**src/rtl/core/vtesb_pkg.sv**
```systemverilog
// Shared types and constants for the escape sequence builder.
// Depends on nothing; every other file in rtl/core imports it.
package vtesb_pkg;

   localparam int unsigned MAX_DIGITS = 10;
   localparam int unsigned DIG_IDX_W  = $clog2(MAX_DIGITS);

   localparam logic [7:0] ESC_BYTE    = 8'h1B;
   localparam logic [7:0] CSI_BYTE    = 8'h5B;
   localparam logic [7:0] SEP_BYTE    = 8'h3B;
   localparam logic [7:0] MINUS_BYTE  = 8'h2D;
   localparam logic [7:0] DIGIT0_BYTE = 8'h30;

   // reciprocal of ten: floor(n * RECIP10 / 2^35) == n / 10 for any 32-bit n
   localparam logic [31:0] RECIP10       = 32'hCCCC_CCCD;
   localparam int unsigned RECIP10_SHIFT = 35;

   localparam logic [2:0] OP_PRINT  = 3'd0;
   localparam logic [2:0] OP_ESCAPE = 3'd1;
   localparam logic [2:0] OP_PARAM  = 3'd2;
   localparam logic [2:0] OP_FINAL  = 3'd3;

   typedef enum logic [1:0] {
      K_PRINT,
      K_ESCAPE,
      K_PARAM,
      K_FINAL
   } kind_type;

   typedef struct packed {
      kind_type                          kind;
      logic [7:0]                        char_code;
      logic                              prefix;   // ESC '[' opens this transaction
      logic                              negative;
      logic [MAX_DIGITS-1:0][3:0]        digits;   // least significant first
      logic [DIG_IDX_W-1:0]              top_digit;
   } entry_type;

   typedef enum logic [0:0] {
      F_IDLE,
      F_CONVERT
   } front_state_type;

   typedef enum logic [2:0] {
      B_IDLE,
      B_ESC,
      B_CSI,
      B_SEP,
      B_MINUS,
      B_DIGIT,
      B_CHAR
   } back_state_type;

endpackage

```
**src/rtl/core/vtesb_back.sv**
```systemverilog
// Back end: walks one queued action byte by byte into the output register.
// Uses vtesb_pkg for the entry and state types.
module vtesb_back
   import vtesb_pkg::*;
(
   input  logic       clock,
   input  logic       reset,
   input  logic       pop_valid,
   output logic       pop_ready,
   input  entry_type  pop_data,
   output logic       rsp_tvalid,
   input  logic       rsp_tready,
   output logic [7:0] rsp_tdata,
   output logic       rsp_tlast
);

   back_state_type       state_ff, state_in;
   entry_type            cur_ff, cur_in;
   logic [DIG_IDX_W-1:0] idx_ff, idx_in;
   logic                 out_valid_ff, out_valid_in;
   logic [7:0]           out_byte_ff, out_byte_in;
   logic                 out_last_ff, out_last_in;

   logic                 can_emit;
   logic                 emit;
   logic                 emit_last;
   logic [7:0]           emit_byte;
   back_state_type       after;
   back_state_type       start;

   assign rsp_tvalid = out_valid_ff;
   assign rsp_tdata  = out_byte_ff;
   assign rsp_tlast  = out_last_ff;
   assign can_emit   = !out_valid_ff || rsp_tready;

   always_comb begin
      case (pop_data.kind)
         K_PRINT:  start = B_CHAR;
         K_ESCAPE: start = B_ESC;
         K_PARAM:  start = pop_data.prefix ? B_ESC : B_SEP;
         K_FINAL:  start = pop_data.prefix ? B_ESC : B_CHAR;
         default:  start = B_CHAR;
      endcase
   end

   always_comb begin
      emit      = 1'b0;
      emit_last = 1'b0;
      emit_byte = cur_ff.char_code;
      after     = state_ff;
      idx_in    = idx_ff;
      case (state_ff)
         B_IDLE: begin
         end
         B_ESC: begin
            emit      = can_emit;
            emit_byte = ESC_BYTE;
            after     = (cur_ff.kind == K_ESCAPE) ? B_CHAR : B_CSI;
         end
         B_CSI: begin
            emit      = can_emit;
            emit_byte = CSI_BYTE;
            if (cur_ff.kind == K_PARAM) begin
               after = cur_ff.negative ? B_MINUS : B_DIGIT;
            end else begin
               after = B_CHAR;
            end
         end
         B_SEP: begin
            emit      = can_emit;
            emit_byte = SEP_BYTE;
            after     = cur_ff.negative ? B_MINUS : B_DIGIT;
         end
         B_MINUS: begin
            emit      = can_emit;
            emit_byte = MINUS_BYTE;
            after     = B_DIGIT;
         end
         B_DIGIT: begin
            emit      = can_emit;
            emit_byte = DIGIT0_BYTE + {4'd0, cur_ff.digits[idx_ff]};
            emit_last = (idx_ff == '0);
            if (can_emit && idx_ff != '0) begin
               idx_in = idx_ff - 1'b1;
            end
         end
         B_CHAR: begin
            emit      = can_emit;
            emit_last = 1'b1;
         end
         default: begin
            after = B_IDLE;
         end
      endcase

      state_in  = emit ? after : state_ff;
      cur_in    = cur_ff;
      pop_ready = 1'b0;
      // load the next transaction when idle or right on the closing byte
      if ((state_ff == B_IDLE) || (emit && emit_last)) begin
         pop_ready = pop_valid;
         if (pop_valid) begin
            cur_in   = pop_data;
            idx_in   = pop_data.top_digit;
            state_in = start;
         end else begin
            state_in = B_IDLE;
         end
      end

      out_valid_in = out_valid_ff && !rsp_tready;
      out_byte_in  = out_byte_ff;
      out_last_in  = out_last_ff;
      if (emit) begin
         out_valid_in = 1'b1;
         out_byte_in  = emit_byte;
         out_last_in  = emit_last;
      end
   end

   always_ff @(posedge clock) begin
      if (reset) begin
         state_ff     <= B_IDLE;
         out_valid_ff <= 1'b0;
      end else begin
         state_ff     <= state_in;
         out_valid_ff <= out_valid_in;
      end
      cur_ff      <= cur_in;
      idx_ff      <= idx_in;
      out_byte_ff <= out_byte_in;
      out_last_ff <= out_last_in;
   end

endmodule

```
**config.mk**
```make
export PLATFORM = sky130hd
export DESIGN_NAME = vtesb_back
export DESIGN_NICKNAME = d
export VERILOG_FILES = /design/src/rtl/core/vtesb_pkg.sv /design/src/rtl/core/vtesb_back.sv
export SDC_FILE = /design/constraint.sdc
export NUM_CORES = 1
export LEC_CHECK = 0
export ABC_AREA = 1
export BUFFER_PORTS_ARGS = -buffer_cell sky130_fd_sc_hd__buf_2
export CAP_MARGIN = 25
export CORE_ASPECT_RATIO = 0.9
export CORE_MARGIN = 2
export CORE_UTILIZATION = 30
export CTS_BUF_LIST = sky130_fd_sc_hd__clkbuf_8
export CTS_CLUSTER_DIAMETER = 100
export CTS_CLUSTER_SIZE = 30
export DETAILED_ROUTE_END_ITERATION = 6
export GPL_TIMING_DRIVEN = 0
export SLEW_MARGIN = 25
export SYNTH_ARGS = -nofsm -noshare
export SYNTH_HDL_FRONTEND = slang
export SYNTH_SLANG_ARGS = --single-unit
```
**constraint.sdc**
```tcl
create_clock -name clock -period 3 [get_ports clock]
set_input_delay 0.45 -clock clock [delete_from_list [all_inputs] [get_ports clock]]
set_output_delay 0.45 -clock clock [all_outputs]
set_load 0.01 [all_outputs]
```
# Yosys cells after proc, flatten, opt, wreduce, memory -nomap -nowiden
# Cells that the tools add are included.
[op_classes]
eq_ne = 12
bitwise = 0
multipliers = 0
div = 0
mux = 21
reduce_logical = 16
n_lt_le_gt_ge = 1
addsub = 2
shift = 0
[ops]
columns = ["cell", "n"]
rows = [
  ["$pmux W8 S5", 1],
  ["$mux W4", 5],
  ["$bmux W4 S4", 1],
  ["$mux W3", 5],
  ["$pmux W3 S5", 1],
  ["$pmux W3 S4", 1],
  ["$eq A3 B3 Y1 const B", 3],
  ["$add A6 B4 Y7 const A", 1],
  ["$eq A2 B2 Y1 const B", 3],
  ["$eq A3 B2 Y1 const B", 2],
  ["$reduce_or A6 Y1", 1],
  ["$lt A4 B5 Y1 const B", 1],
  ["$eq A2 B1 Y1 const B", 2],
  ["$logic_not A4 Y1", 1],
  ["$mux W1", 4],
  ["$mux W2", 2],
  ["$reduce_and A2 Y1", 2],
  ["$reduce_bool A4 Y1", 1],
  ["$sub A4 B1 Y4 const B", 1],
  ["$eq A3 B1 Y1 const B", 1],
  ["$logic_and A1 B1 Y1", 3],
  ["$logic_not A3 Y1", 1],
  ["$reduce_or A3 Y1", 1],
  ["$logic_not A1 Y1", 2],
  ["other kinds (5)", 6],
]
[word_totals]
latchBits = 0
out_inout_bits = 11
ff_bits = 68
memories = 0
ramBits = 0
romBits = 0

# Logic depth before layout (Yosys ltp)
[logic_depth]
depth_word = 7
mapped_depth = 12
mapped_depth_nobuf = 11

# Worst setup path before layout
# Ideal clock, no wire load.
[synth_timing]
kind = "register to output"
start = "register idx_ff[0]"
end = "output port pop_ready"
path_buffers = 1
t_required_ns = 2.550
stages_incl_launch_ff = 10
t_arrival_ns = 1.736
slack_ns = 0.814
path_cell_list = "dfxtp_1 > inv_1 > buf_2 > ha_1 > nand3_1 > nand2_1 > nand2_1 > nor2_2 > nor2_4 > nor2_8"
[synth_between]
elab_chain_len = 5
[synth_rtl]
columns = ["item", "line_no", "rtl"]
rows = [
  ["start, declared", "vtesb_back.sv:19", "logic [DIG_IDX_W-1:0] idx_ff, idx_in;"],
  ["start signal, assigned", "vtesb_back.sv:130", "idx_ff <= idx_in;"],
  ["$logic_not A4 Y1", "vtesb_back.sv:82", "emit_last = (idx_ff == '0);"],
  ["$pmux W1 S2", "vtesb_back.sv:52", "case (state_ff)"],
  ["$logic_and A1 B1 Y1", "vtesb_back.sv:100", "if ((state_ff == B_IDLE) || (emit && emit_last)) begin"],
  ["$logic_or A1 B1 Y1", "vtesb_back.sv:100", ""],
  ["$mux W1", "vtesb_back.sv:100", ""],
  ["end, declared", "vtesb_back.sv:9", "output logic pop_ready,"],
]
# Every way passes these cells.

# Worst setup path after layout
# Ends and elaborated chain as after synthesis.

==> impl_results.md <==
* Detail Placement HPWL at around 5 mm
* Biggest fanout along the worst timing path at 15
* Slowest stage cell, crit path: dfxtp_1
* Die area at 0.0107 sq mm
* Ratio of cells with drive above 1 in the final layout at between 20% and 30%
* Number of port buffers at 70
* Final Critical Period at 2.75 ns
* Post-cts resize count at 0
* Worst slew margin relative to its limit at a little under half
* Post-synthesis instance total at 280
* Maximum achievable frequency at between 0.3 and 0.4 GHz
* Tightest Pin Transition at roughly 0.82 ns
* Sequential element share of the synthesized area at between 60% and 70%
* Worst R2R Path Depth at 9
* Number of distinct library cells after synthesis at 27
* Most area-hungry cell type in the Yosys netlist: edfxtp_1
* DP Cell Count at ~480
* Crit path arrival time at about 2.3 ns
* Chip height at a little under 100 microns
* Post-route ant nets at 0
* Synthesis Warnings at 0
* WS Path Type: flop to output port
* Top-area cell type share of the netlist area at 61.0%
* Number of I/O pins at just over 70
* CTS tree: done
* Largest family of logic cells by synthesized area: simple AND/OR/NAND/NOR gates
* Hold Path Cell Cnt at 2
* Ordered cell list for the critical path: inv_1, buf_2, ha_1, nand3_1, nand2_1, nand2_1, nor2_2, nor2_4, nor2_8, buf_2
* Clock Root Buffer: clkbuf_8
* Total clock sinks at between 60 and 70
* Count of maximum capacitance violations at 0
* Total number of placement rows at 34
* Clock-pin slew on the worst setup and hold paths at ~0.070 ns
* Most common cell after layout, fill and taps aside: buf_2
* Final Hold Viols at 0
* Total count of max-transition violations in the final report at 0
* Final setup skew at a little over 0.006 ns
* First-iteration detailed-routing DRC count at between 100 and 150
* Core Util, Final at around two fifths
* Hold-fix buffers, CTS at 0
* Syn-to-layout area delta at 26.1%
* Drt first pass iters at 4
* Via count at about 2300
* FF+latch count, synth at 68
* Hold Crit Class: input port to flop
* Final Wtd Congestion at slightly above 0.8
* Maximum VDD drop at approximately 0.34 mV
* Post-place setup slack at 0.138 ns
* Wire length per cell after detailed routing at 14.1 microns
* Element type at the critical path end: output port
* Remaining DRCs at 0
* NumNets Final at roughly 420
* Average via count per standard cell at around 4.5
* Total Negative Setup Slacks at 0 ns
* Initial cell density of the core at between 30% and 40%
* Worst skew pair latency at around 0.35 ns
* Setup crit start kind: flop
* Status: completed
* Proportion of synthesized area in mux cells at 0%
* Ratio of total power to cell area at about 1000 mW/mm^2
* Maximum number of pins on one net before global-route repair at 30
* Combined area of all synthesized cells at a little under 0.003 sq mm
* TritonCTS Buffers at 9
* Number of buffers between clock root and the deepest sink at 2
* Cell types occupying the most area after synthesis: edfxtp_1 61%, nand2_1 8.3%, nor2_1 5.7%
* Post-Synthesis Net Count at 341
* Data required time of the critical path at 2.55 ns
* Delay of the slowest cell on the worst path at 0.33 ns
* Unrepaired setup endpoints after global routing: false
* Total global-route track usage at between 10% and 20%
* Post-synthesis compound-gate area fraction at about 5.8%
* Leakage power of the design at between 0.0015 and 0.002 uW
* Average cell area after synthesis at about 11 sq um
* Total gr overflow at 0
* Core region area at 0.00961 sq mm
* Leading cell types in the layout, fill and taps excluded: 72 x buf_2, 65 x nand2_1, 60 x edfxtp_1, 45 x nor2_1, 20 x o21ai_0
* Post-synthesis xor/xnor area fraction at less than 1%
* Vias in the first global route at 2176
* CTS HTree Levels at 3
* Final std cells w/o fill at around 500
* Die X at around 110 microns
* Global-route wire length before repair at around 11 mm
* Worst setup slack after layout at between 0.2 and 0.3 ns
* Final period util at 91.5%
* DRT Wirelength at about 7 mm
* Number of antenna violations at the first check in global routing at 1
* Setup-failing EPs final at 0
* Area fraction in and, or, nand and nor cells after synthesis at between 20% and 30%
* Synth Area in Adders at 0.424%
[cells by family after synthesis]
family / Yosys count
compound gates: 33
xor+xnor: 1
fa+ha+maj: 1
buf+inv: 25
flops: 68
simple gates: 152
[critical path: cells and delay by family, from the launching register on]
kind                     cells  cell delay (ns)
flip-flops                   1             0.33
buffers and inverters        3             0.60
adder cells (fa/ha/maj)      1             0.22
AND/OR/NAND/NOR              6             0.79
[worst paths after layout]
path	slack (ns)	to	startpoint
setup reg to reg	0.49	cur_ff[54]	idx_ff[0]
hold reg to reg	0.55	rsp_tdata[1]	cur_ff[47]
setup / recovery	0.25	pop_ready	idx_ff[0]
hold / removal	0.27	rsp_tvalid	reset
[timing repair]
| action | in CTS | in global routing |
|---|---|---|
| cloned | 1 | 1 |
| pin swaps | 1 | 1 |
| endpoints found under the setup margin | 1 | 1 |
| buffers inserted | 0 | 0 |
[sequential cells by signal (all words and copies together) (netlist names)]
name        flops
cur_ff         51
state_ff        3
idx_ff          4
rsp_tdata       8
rsp_tvalid      1
rsp_tlast       1
[synth_stat cells, drive strengths merged]
master   n
clkbuf   3
ha       1
nand2   68
o21ai   23
nand4    6
xor2     1
or2      2
nand3   18
edfxtp  60
nor3     2
buf      2
nand3b   2
nor3b    1
o211ai   2
dfxtp    8
inv     19
nor2    53
clkinv   1
a21oi    8
[layout make-up]
type	instances	area, sq um
Fill cell	995	5890
Sequential cell	68	1960
Multi-Input combinational cell	189	917
Timing Repair Buffer	70	350
Tap cell	126	158
Clock buffer	9	124
Clock inverter	7	115
Inverter	20	75.1
Buffer	5	21.3
Antenna cell	1	2.50
[layer usage]
layer	vias up	wire, microns	GRT usage [%]
met2	89	3100	21.0
met4	2	118	6.80
met3	12	559	4.01
li1	1128	-	-
met5	-	5	0
met1	1019	3180	18.3
[stage by stage]
stage | hold slack [ns] | cell area (sq um) | power (uW)
floorplan | 0.500 | 2950 | 2410
global placement | 0.527 | 3460 | 2790
detailed placement | 0.535 | 3460 | 2810
CTS | 0.257 | 3710 | 3750
global route | 0.254 | 3720 | 4000
finish | 0.269 | 3720 | 3730
[report_power, final]
part	internal (uW)	total [uW]	switching [uW]
clock network	549	901	353
logic	413	1330	913
registers	1390	1500	117
total	2350	3730	1380
(Power assumes the default switching activity.)
