==> config.mk <==
export PLATFORM = sky130hd
export DESIGN_NAME = vtesb_queue
export DESIGN_NICKNAME = d
export VERILOG_FILES = /design/src/rtl/core/vtesb_pkg.sv /design/src/rtl/core/vtesb_queue.sv
export SDC_FILE = /design/constraint.sdc
export NUM_CORES = 1
export LEC_CHECK = 0
export BUFFER_PORTS_ARGS = -buffer_cell sky130_fd_sc_hd__buf_2
export CAP_MARGIN = 10
export CORE_MARGIN = 2
export CORE_UTILIZATION = 40
export DETAILED_ROUTE_END_ITERATION = 10
export PLACE_DENSITY = 0.67
export SLEW_MARGIN = 0
export SYNTH_ARGS = -nofsm -noshare
export SYNTH_HDL_FRONTEND = slang
export SYNTH_SLANG_ARGS = --single-unit
==> constraint.sdc <==
create_clock -name clock -period 2.2 [get_ports clock]
set_input_delay 0 -clock clock [delete_from_list [all_inputs] [get_ports clock]]
set_output_delay 0 -clock clock [all_outputs]
set_load 0.05 [all_outputs]
==> src/rtl/core/vtesb_pkg.sv <==
// Shared types and constants for the escape sequence builder.
// Depends on nothing; every other file in rtl/core imports it.
package vtesb_pkg;

   localparam int unsigned MAX_DIGITS = 10;
   localparam int unsigned DIG_IDX_W  = $clog2(MAX_DIGITS);

   localparam logic [7:0] ESC_BYTE    = 8'h1B;
   localparam logic [7:0] CSI_BYTE    = 8'h5B;
   localparam logic [7:0] SEP_BYTE    = 8'h3B;
   localparam logic [7:0] MINUS_BYTE  = 8'h2D;
   localparam logic [7:0] DIGIT0_BYTE = 8'h30;

   // reciprocal of ten: floor(n * RECIP10 / 2^35) == n / 10 for any 32-bit n
   localparam logic [31:0] RECIP10       = 32'hCCCC_CCCD;
   localparam int unsigned RECIP10_SHIFT = 35;

   localparam logic [2:0] OP_PRINT  = 3'd0;
   localparam logic [2:0] OP_ESCAPE = 3'd1;
   localparam logic [2:0] OP_PARAM  = 3'd2;
   localparam logic [2:0] OP_FINAL  = 3'd3;

   typedef enum logic [1:0] {
      K_PRINT,
      K_ESCAPE,
      K_PARAM,
      K_FINAL
   } kind_type;

   typedef struct packed {
      kind_type                          kind;
      logic [7:0]                        char_code;
      logic                              prefix;   // ESC '[' opens this transaction
      logic                              negative;
      logic [MAX_DIGITS-1:0][3:0]        digits;   // least significant first
      logic [DIG_IDX_W-1:0]              top_digit;
   } entry_type;

   typedef enum logic [0:0] {
      F_IDLE,
      F_CONVERT
   } front_state_type;

   typedef enum logic [2:0] {
      B_IDLE,
      B_ESC,
      B_CSI,
      B_SEP,
      B_MINUS,
      B_DIGIT,
      B_CHAR
   } back_state_type;

endpackage

==> src/rtl/core/vtesb_queue.sv <==
// Small register queue of classified actions between front and back end.
// Uses vtesb_pkg for the entry type.
module vtesb_queue
   import vtesb_pkg::*;
#(
   parameter int unsigned DEPTH = 2
) (
   input  logic      clock,
   input  logic      reset,
   input  logic      push_valid,
   output logic      push_ready,
   input  entry_type push_data,
   output logic      pop_valid,
   input  logic      pop_ready,
   output entry_type pop_data
);

   localparam int unsigned PTR_W = (DEPTH > 1) ? $clog2(DEPTH) : 1;
   localparam int unsigned CNT_W = $clog2(DEPTH + 1);

   entry_type          mem_ff [DEPTH];
   logic [PTR_W-1:0]   wr_ptr_ff, wr_ptr_in;
   logic [PTR_W-1:0]   rd_ptr_ff, rd_ptr_in;
   logic [CNT_W-1:0]   cnt_ff, cnt_in;
   logic               do_push, do_pop;

   assign push_ready = (cnt_ff != CNT_W'(DEPTH));
   assign pop_valid  = (cnt_ff != '0);
   assign pop_data   = mem_ff[rd_ptr_ff];
   assign do_push    = push_valid && push_ready;
   assign do_pop     = pop_valid && pop_ready;

   always_comb begin
      wr_ptr_in = wr_ptr_ff;
      rd_ptr_in = rd_ptr_ff;
      cnt_in    = cnt_ff;
      if (do_push) begin
         wr_ptr_in = (wr_ptr_ff == PTR_W'(DEPTH - 1)) ? '0 : wr_ptr_ff + 1'b1;
      end
      if (do_pop) begin
         rd_ptr_in = (rd_ptr_ff == PTR_W'(DEPTH - 1)) ? '0 : rd_ptr_ff + 1'b1;
      end
      if (do_push && !do_pop) begin
         cnt_in = cnt_ff + 1'b1;
      end else if (do_pop && !do_push) begin
         cnt_in = cnt_ff - 1'b1;
      end
   end

   always_ff @(posedge clock) begin
      if (reset) begin
         wr_ptr_ff <= '0;
         rd_ptr_ff <= '0;
         cnt_ff    <= '0;
      end else begin
         wr_ptr_ff <= wr_ptr_in;
         rd_ptr_ff <= rd_ptr_in;
         cnt_ff    <= cnt_in;
      end
      if (do_push) begin
         mem_ff[wr_ptr_ff] <= push_data;
      end
   end

endmodule

# ---- Yosys cells after proc, flatten, opt, wreduce, memory -nomap -nowiden
# Memories as Yosys holds them, arrays and structs flattened. A register that Yosys moved wholly into a read port is not among the register bits.
# Cells that the tools add are included.
dict set report op_classes {
  mux 8
  eq_ne 1
  add_sub_neg 4
  reduce_logical 8
}
# cell n
set op_table {}
lappend op_table {{$mux W1} 6}
lappend op_table {{$logic_and A1 B1 Y1} 4}
lappend op_table {{$mux W2} 2}
lappend op_table {{$reduce_bool A2 Y1} 2}
lappend op_table {{$add A1 B1 Y1 const B} 2}
lappend op_table {{$add A2 B1 Y2 const B} 1}
lappend op_table {{$logic_not A1 Y1} 2}
lappend op_table {{$ne A2 B2 Y1 const B} 1}
lappend op_table {{$sub A2 B1 Y2 const B} 1}
dict set report totals {
  out_inout_bits 58
  mem_bits_rw 112
  n_memories 1
  ff_bits 4
}
# memory words word_bits rd rd_clocked_by_memory_dff wr line_no
set memory_table {}
lappend memory_table {mem_ff 2 56 1 1 1 vtesb_queue.sv:21} ;# entry_type mem_ff [DEPTH];

# ---- Longest topological paths before layout
# Gate-level depths: netlist of the first run.
dict set report depth {
  ltp_word 6
  depth_mapped 6
  ltp_nobuf 6
}

# ---- Worst setup path before layout of the first run
# No wires, ideal clock.
dict set report synth_path {
  path_type {register to register}
  start {reg cnt_ff[0]}
  end {mem mem_ff[1][0] (netlist name) (enable)}
  setup_slack_ps -576
  setup_time_ps 420
  required_ps 1780
  path_stages_with_launch 3
  arrival_ps 2356
  path_cell_list {dfxtp_1 > nand2b_1 > and3_1}
}
dict set report synth_via {
  elab_chain_cells 4
}
# item line_no
set synth_rtl {}
lappend synth_rtl {{start, declared} vtesb_queue.sv:24} ;# logic [CNT_W-1:0] cnt_ff, cnt_in;
lappend synth_rtl {{start signal, assigned} vtesb_queue.sv:58} ;# cnt_ff <= cnt_in;
lappend synth_rtl {{$ne A2 B2 Y1} vtesb_queue.sv:27} ;# assign push_ready = (cnt_ff != CNT_W'(DEPTH));
lappend synth_rtl {{named net push_ready} vtesb_queue.sv:11} ;# output logic push_ready,
lappend synth_rtl {{$logic_and A1 B1 Y1} vtesb_queue.sv:30} ;# assign do_push = push_valid && push_ready;
lappend synth_rtl {{$mux W1} vtesb_queue.sv:60} ;# if (do_push) begin
lappend synth_rtl {{$mux W1 (not written as such)} vtesb_queue.sv:61} ;# mem_ff[wr_ptr_ff] <= push_data;
lappend synth_rtl {{end, declared} vtesb_queue.sv:21}
# The timed path passes the listed nets, and every way through them passes these cells.

==> results.yml, run 1 <==
status:
  outcome: "completed"
power:
  ir_drop_uv: 690
  combPwrFrac_pct: 32.2
  p_per_area_mw_per_mm2: 1300
  clock_power_share_pct: 32.1
  p_leak_nw: 2.36
  power.switching_mw: 2.78
  pwr-share-seq_pct: 35.7
  p_int_mw: 5.24
  p_sw_share_pct: 34.7
finish:
  final_cells: 542
  n_fill_cell: 809
  drive_above_1_share_pct: 52.7
  ff_latch_area_mm2: 0.00346
  fin_util_pct: 59.7
  antenna_cells: 0
  area_growth_pct: 44.7
  layout.nets: 454
  multi_input_area_um2: 753
drt:
  drc: 0
  vias: 2454
  drtIter0Drc: 67
  vias_per_cell: 4.53
  ant_nets: 0
  drt-total-wl_um: 7920
  wl_per_cell_um: 14.6
  drt-pass1-iter-count: 3
grt:
  grt_usage_pct: 14.4
  grt_first_pass_wirelength_um: 12100
  globalRouteOverflowTotal: 0
  gr-max-usage-layer: "met2"
  grt_use_met1_pct: 16.3
  antenna_found_initial: 0
  grtUsageMet2_pct: 23.6
  grt_pass1_vias: 2545
  use_met3_pct: 5.51
  grt_max_degree: 33
synthesis:
  yosys_warnings: 0
  yosysSeqAreaShare_pct: 81.0
  synth_cell_types: 19
  syn_nets: 259
  syn_inst: 198
  ys_seq_elements: 117
  avgSynthCellArea_um2: 21.6
  syn_area_mm2: 0.00427
die:
  dieHeight_um: 107
  pin_count: 118
  start_util_pct: 41.2
  die_x_um: 107
  dieArea_mm2: 0.0115
  rows: 37
  core_mm2: 0.0104
run:
  cap_violations: 0
setup_path:
  r2r-start: "cnt_ff[0]"
  ff2ff_path_depth: 5
  worstPathArrival_ps: 1840
  endpoint_kind: "primary output"
  critPathMaxFanout: 32
  crit_type: "flop to primary output"
  rr_endpoint: "cnt_ff[1]"
  rrSetupSlack_ps: 560
  start_kind: "flop"
  endpoint: "pop_data[2]"
  required_ps: 2200
clock_tree:
  clock_latency_ps: 510
  cts_resized: 0
  cts_tree: "built"
  numCtsBuffers: 17
  clk_pin_slew_ps: 60
  h-tree-depth: 4
  cts.sinks: 117
  clockRootBuffer: "clkbuf_8"
  clockBufferDepth: 2
timing:
  skew_ps: 11.6
  hold_slack_ps: 92.4
  slew_headroom_pct: 70.2
  hold_viol: 0
  grt_setup_unrepaired: "no"
  drv_slew: 0
  worst_pin_slew_ps: 447
  finalCritPeriodShare_pct: 83.8
  max_freq_mhz: 542
  min_period_ps: 1840
  setup_viol: 0
  tns_ps: 0
place:
  io_buffers: 117
  post-dp-hpwl_um: 4640
  dpl.cell_count: 451
  place_congestion: 0.638
hold_path:
  hold_path_class: "primary input to flop"
  hold_depth: 5
## per-stage QoR
step,area (µm²),setup WS [ps],power [mW]
after floorplan,4280,99.2,4.92
after global placement,5030,639,5.40
after detailed placement,5030,609,5.42
after CTS,6190,328,8.11
after global routing,6190,253,8.37
final,6190,356,8.02
## worst min-delay path by stage
stage	from	end	slack, ps
after floorplan	reset	cnt_ff[1]	70
after global placement	push_data[52]	mem_ff[0][52]	190
after detailed placement	push_data[48]	mem_ff[0][48]	190
after CTS	push_valid	cnt_ff[0]	60
after global routing	push_valid	cnt_ff[0]	110
final	push_valid	cnt_ff[0]	90
## per-layer routing
layer | up-vias | share of wire [%]
li1 | 1175 | -
met1 | 1194 | 43
met2 | 76 | 51
met3 | 9 | 5.0
met4 | 0 | 1.2
met5 | - | 0
## repair_timing
| action | in CTS | in global routing |
|---|---|---|
| hold endpoints to repair | 117 | 0 |
| hold buffers | 59 | 0 |
| setup buffers | 0 | 0 |
## registers in the layout (all words and copies together) (netlist names), named ones only
signal / flops
mem_ff: 112
cnt_ff: 2
wr_ptr_ff: 1
rd_ptr_ff: 1
## cells by family (layout without fill, tap and decap cells)
kind of cell	Yosys count	in the layout	synth area share, %
AO/OA/AOI/OAI	5	5	0.703
XOR/XNOR	3	3	0.615
adder cells (fa/ha/maj)	1	1	0.293
buffers and inverters	7	215	1.43
flip-flops	117	117	81.0
multiplexers	56	56	14.8
AND/OR/NAND/NOR	9	9	1.17
## layout make-up
class	count	share of cell area [%]
Clock inverter	9	1.66
Sequential cell	117	56.0
Clock buffer	23	7.54
Tap cell	136	2.75
Multi-Input combinational cell	74	12.2
Inverter	1	0.121
Timing Repair Buffer	182	19.7
## Yosys cell counts (all sizes together)
| cell type | instances | share of area [%] |
|---|---|---|
| edfxtp | 112 | 79 |
| mux2 | 56 | 15 |
| buf | 6 | 1.3 |
| dfxtp | 5 | 2.3 |
| nor2 | 3 | 0.26 |
| xor2 | 3 | 0.61 |
| a21oi | 2 | 0.23 |
| o21ai | 2 | 0.23 |
| a21bo | 1 | 0.23 |
| and2 | 1 | 0.15 |
| and3 | 1 | 0.15 |
| ha | 1 | 0.29 |
| inv | 1 | 0.088 |
| nand2b | 1 | 0.15 |
| nand3b | 1 | 0.18 |
| or2 | 1 | 0.15 |
| or3 | 1 | 0.15 |
## cell usage in the layout, fill, tap and decap left out, types with 4 or more instances in the layout
master / n
clkinv_2: 4
dlygate4sd3_1: 59
clkinvlp_4: 4
buf_2: 117
clkbuf_16: 16
clkbuf_8: 4
dfxtp_1: 4
mux2_2: 56
buf_4: 6
edfxtp_1: 112
## power groups by stage
| stage | Sequential, mW | Clock (mW) | Combinational, mW |
|---|---|---|---|
| 2_1_floorplan | 2.89 | 0 | 2.04 |
| 3_3_place_gp | 2.89 | 0 | 2.51 |
| 3_5_place_dp | 2.91 | 0 | 2.51 |
| 4_1_cts | 2.86 | 2.63 | 2.61 |
| 5_1_grt | 2.89 | 2.76 | 2.72 |
| 6_report | 2.86 | 2.57 | 2.59 |
## critical path, stage by stage (launching register included)
cell and delay [ps]:
dfxtp_2 320, buf_4 380, mux2_2 400, buf_2 210
Power figures use the tool's default switching activity.
==> run 2, diff against run 1 <==
--- a/config.mk
+++ b/config.mk
@@ -10,7 +10,7 @@
 export CORE_MARGIN = 2
 export CORE_UTILIZATION = 40
 export DETAILED_ROUTE_END_ITERATION = 10
-export PLACE_DENSITY = 0.67
+export PLACE_DENSITY = 0.65
 export SLEW_MARGIN = 0
 export SYNTH_ARGS = -nofsm -noshare
 export SYNTH_HDL_FRONTEND = slang
==> constraint.sdc (replaced) <==
create_clock -name clock -period 1.7 [get_ports clock]
set_input_delay 0 -clock clock [delete_from_list [all_inputs] [get_ports clock]]
set_output_delay 0 -clock clock [all_outputs]
set_load 0.05 [all_outputs]
==> run 2 against run 1 <==
The run now ends with negative setup slack left. Critical path depth unchanged. Sequential share of layout area down 5.9 points. Final cell count up 1.3%. Via count up 3.3%. Wire length up 14%. Combinational power up 80%. Critical endpoint is now pop_data[6].
==> results.yml, run 2 (synthesized netlist as in run 1, its figures left out) <==
status:
  outcome: "finished with violations"
  violations: "negative setup slack"
setup_path:
  required_ps: 1700
  rr_endpoint: "cnt_ff[1]"
  worstPathArrival_ps: 1700
  start_kind: "flop"
  endpoint_kind: "primary output"
  ff2ff_path_depth: 4
  critPathMaxFanout: 12
  crit_type: "flop to primary output"
  rrSetupSlack_ps: 130
  r2r-start: "cnt_ff[1]"
die:
  dieArea_mm2: 0.0115
  pin_count: 118
  die_x_um: 107
  core_mm2: 0.0104
  rows: 37
  start_util_pct: 41.2
  dieHeight_um: 107
timing:
  drv_slew: 0
  final.setup.worst_slack_ps: -1.78
  min_period_ps: 1700
  worst_pin_slew_ps: 337
  grt_setup_unrepaired: "yes"
  setup_viol: 1
  hold_slack_ps: 213
  slew_headroom_pct: 77.3
  skew_ps: 8.64
  max_freq_mhz: 588
  finalCritPeriodShare_pct: 100
  hold_viol: 0
drt:
  ant_nets: 0
  wl_per_cell_um: 16.5
  drt-pass1-iter-count: 4
  vias_per_cell: 4.62
  vias: 2534
  drtIter0Drc: 104
  drc: 0
  drt-total-wl_um: 9060
clock_tree:
  numCtsBuffers: 17
  clk_pin_slew_ps: 50
  cts_tree: "built"
  clock_latency_ps: 500
  h-tree-depth: 4
  clockRootBuffer: "clkbuf_8"
  cts.sinks: 117
  clockBufferDepth: 2
finish:
  fin_util_pct: 66.8
  layout.nets: 461
  largest_reg_flops: 112
  antenna_cells: 0
  final_area_mm2: 0.00692
  top_regs: "mem_ff (112), cnt_ff (2)"
  top_register: "mem_ff"
  most-common-layout-cells: "edfxtp_1, buf_2, dlygate4sd3_1"
  final_common_cell: "edfxtp_1"
  final_cells: 549
  area_growth_pct: 62.0
  drive_above_1_share_pct: 52.8
power:
  pwr-share-seq_pct: 31.9
  power.switching_mw: 3.89
  p_per_area_mw_per_mm2: 1700
  clock_power_share_pct: 28.4
  p_int_mw: 7.85
  combPwrFrac_pct: 39.7
  p_leak_nw: 2.71
  p_sw_share_pct: 33.1
  ir_drop_uv: 897
grt:
  grt_use_met1_pct: 16.8
  use_met3_pct: 6.17
  grt_first_pass_wirelength_um: 12800
  grt_usage_pct: 15.1
  grt_max_degree: 32
  antenna_found_initial: 0
  globalRouteOverflowTotal: 0
  grt_pass1_vias: 2657
  grtUsageMet2_pct: 26.0
  gr-max-usage-layer: "met2"
place:
  place_area_mm2: 0.00511
  io_buffers: 117
  place_congestion: 0.712
  post-dp-hpwl_um: 4740
  dpl.cell_count: 451
hold_path:
  hold_path_class: "primary input to flop"
  holdPathEnd: "mem_ff[1][53]"
  hold_depth: 2
  min_from: "push_data[53]"
run:
  cap_violations: 0
run 2: routing by layer:
metal	up-vias	routed length (µm)
li1	1187	-
met1	1255	3610
met2	84	4930
met3	8	446
met4	0	68
met5	-	0
run 2: worst max path at each step:
| stage | from | end | slack (ps) | cells after the start |
|---|---|---|---|---|
| 3_5_place_dp | cnt_ff[1] | cnt_ff[1] | 120 | 4 |
| 2_1_floorplan | cnt_ff[0] | mem_ff[0][0] | -240 | 3 |
| 4_1_cts | flop | pop_data[7] | -40 | 3 |
| 6_report | flop | pop_data[6] | -2 | 3 |
| 3_3_place_gp | cnt_ff[0] | cnt_ff[1] | 210 | 5 |
| 5_1_grt | flop | pop_data[48] | -80 | 3 |
run 2: worst max-delay path, cell delays in order (launching register included):
cell	delay (ps)
dfxtp_4	380
bufbuf_16	290
mux2_2	340
buf_4	190
run 2: stage by stage:
step | worst slack [ps] | setup TNS [ps] | power, mW
detailed placement | 123 | 0 | 7.16
global route | -84.9 | -1340 | 12.2
global placement | 214 | 0 | 7.13
finish | -1.78 | -1.78 | 11.7
floorplan | -238 | -19150 | 6.39
CTS | -38.0 | -440 | 11.2
run 2: layout make-up:
| type | count | area [µm²] |
|---|---|---|
| Clock inverter | 13 | 139 |
| Clock buffer | 19 | 422 |
| Multi-Input combinational cell | 74 | 901 |
| Fill cell | 689 | 3450 |
| Timing Repair Buffer | 189 | 1820 |
| Tap cell | 136 | 170 |
| Inverter | 1 | 7.51 |
| Sequential cell | 117 | 3470 |
run 2: power groups by stage:
stage / Sequential (mW) / Combinational [mW] / Clock [mW]
3_3_place_gp: 3.77 / 3.36 / 0
2_1_floorplan: 3.75 / 2.64 / 0
6_report: 3.74 / 4.66 / 3.34
3_5_place_dp: 3.79 / 3.36 / 0
4_1_cts: 3.73 / 4.10 / 3.42
5_1_grt: 3.77 / 4.85 / 3.57
run 2: repair_timing:
item | 4_1_cts | 5_1_grt
endpoints found under the setup margin | 51 | 51
endpoints found under the hold margin | 117 | 0
hold buffers | 59 | 0
setup buffers | 3 | 0
resized for setup | 78 | 79
gates cloned | 2 | 2
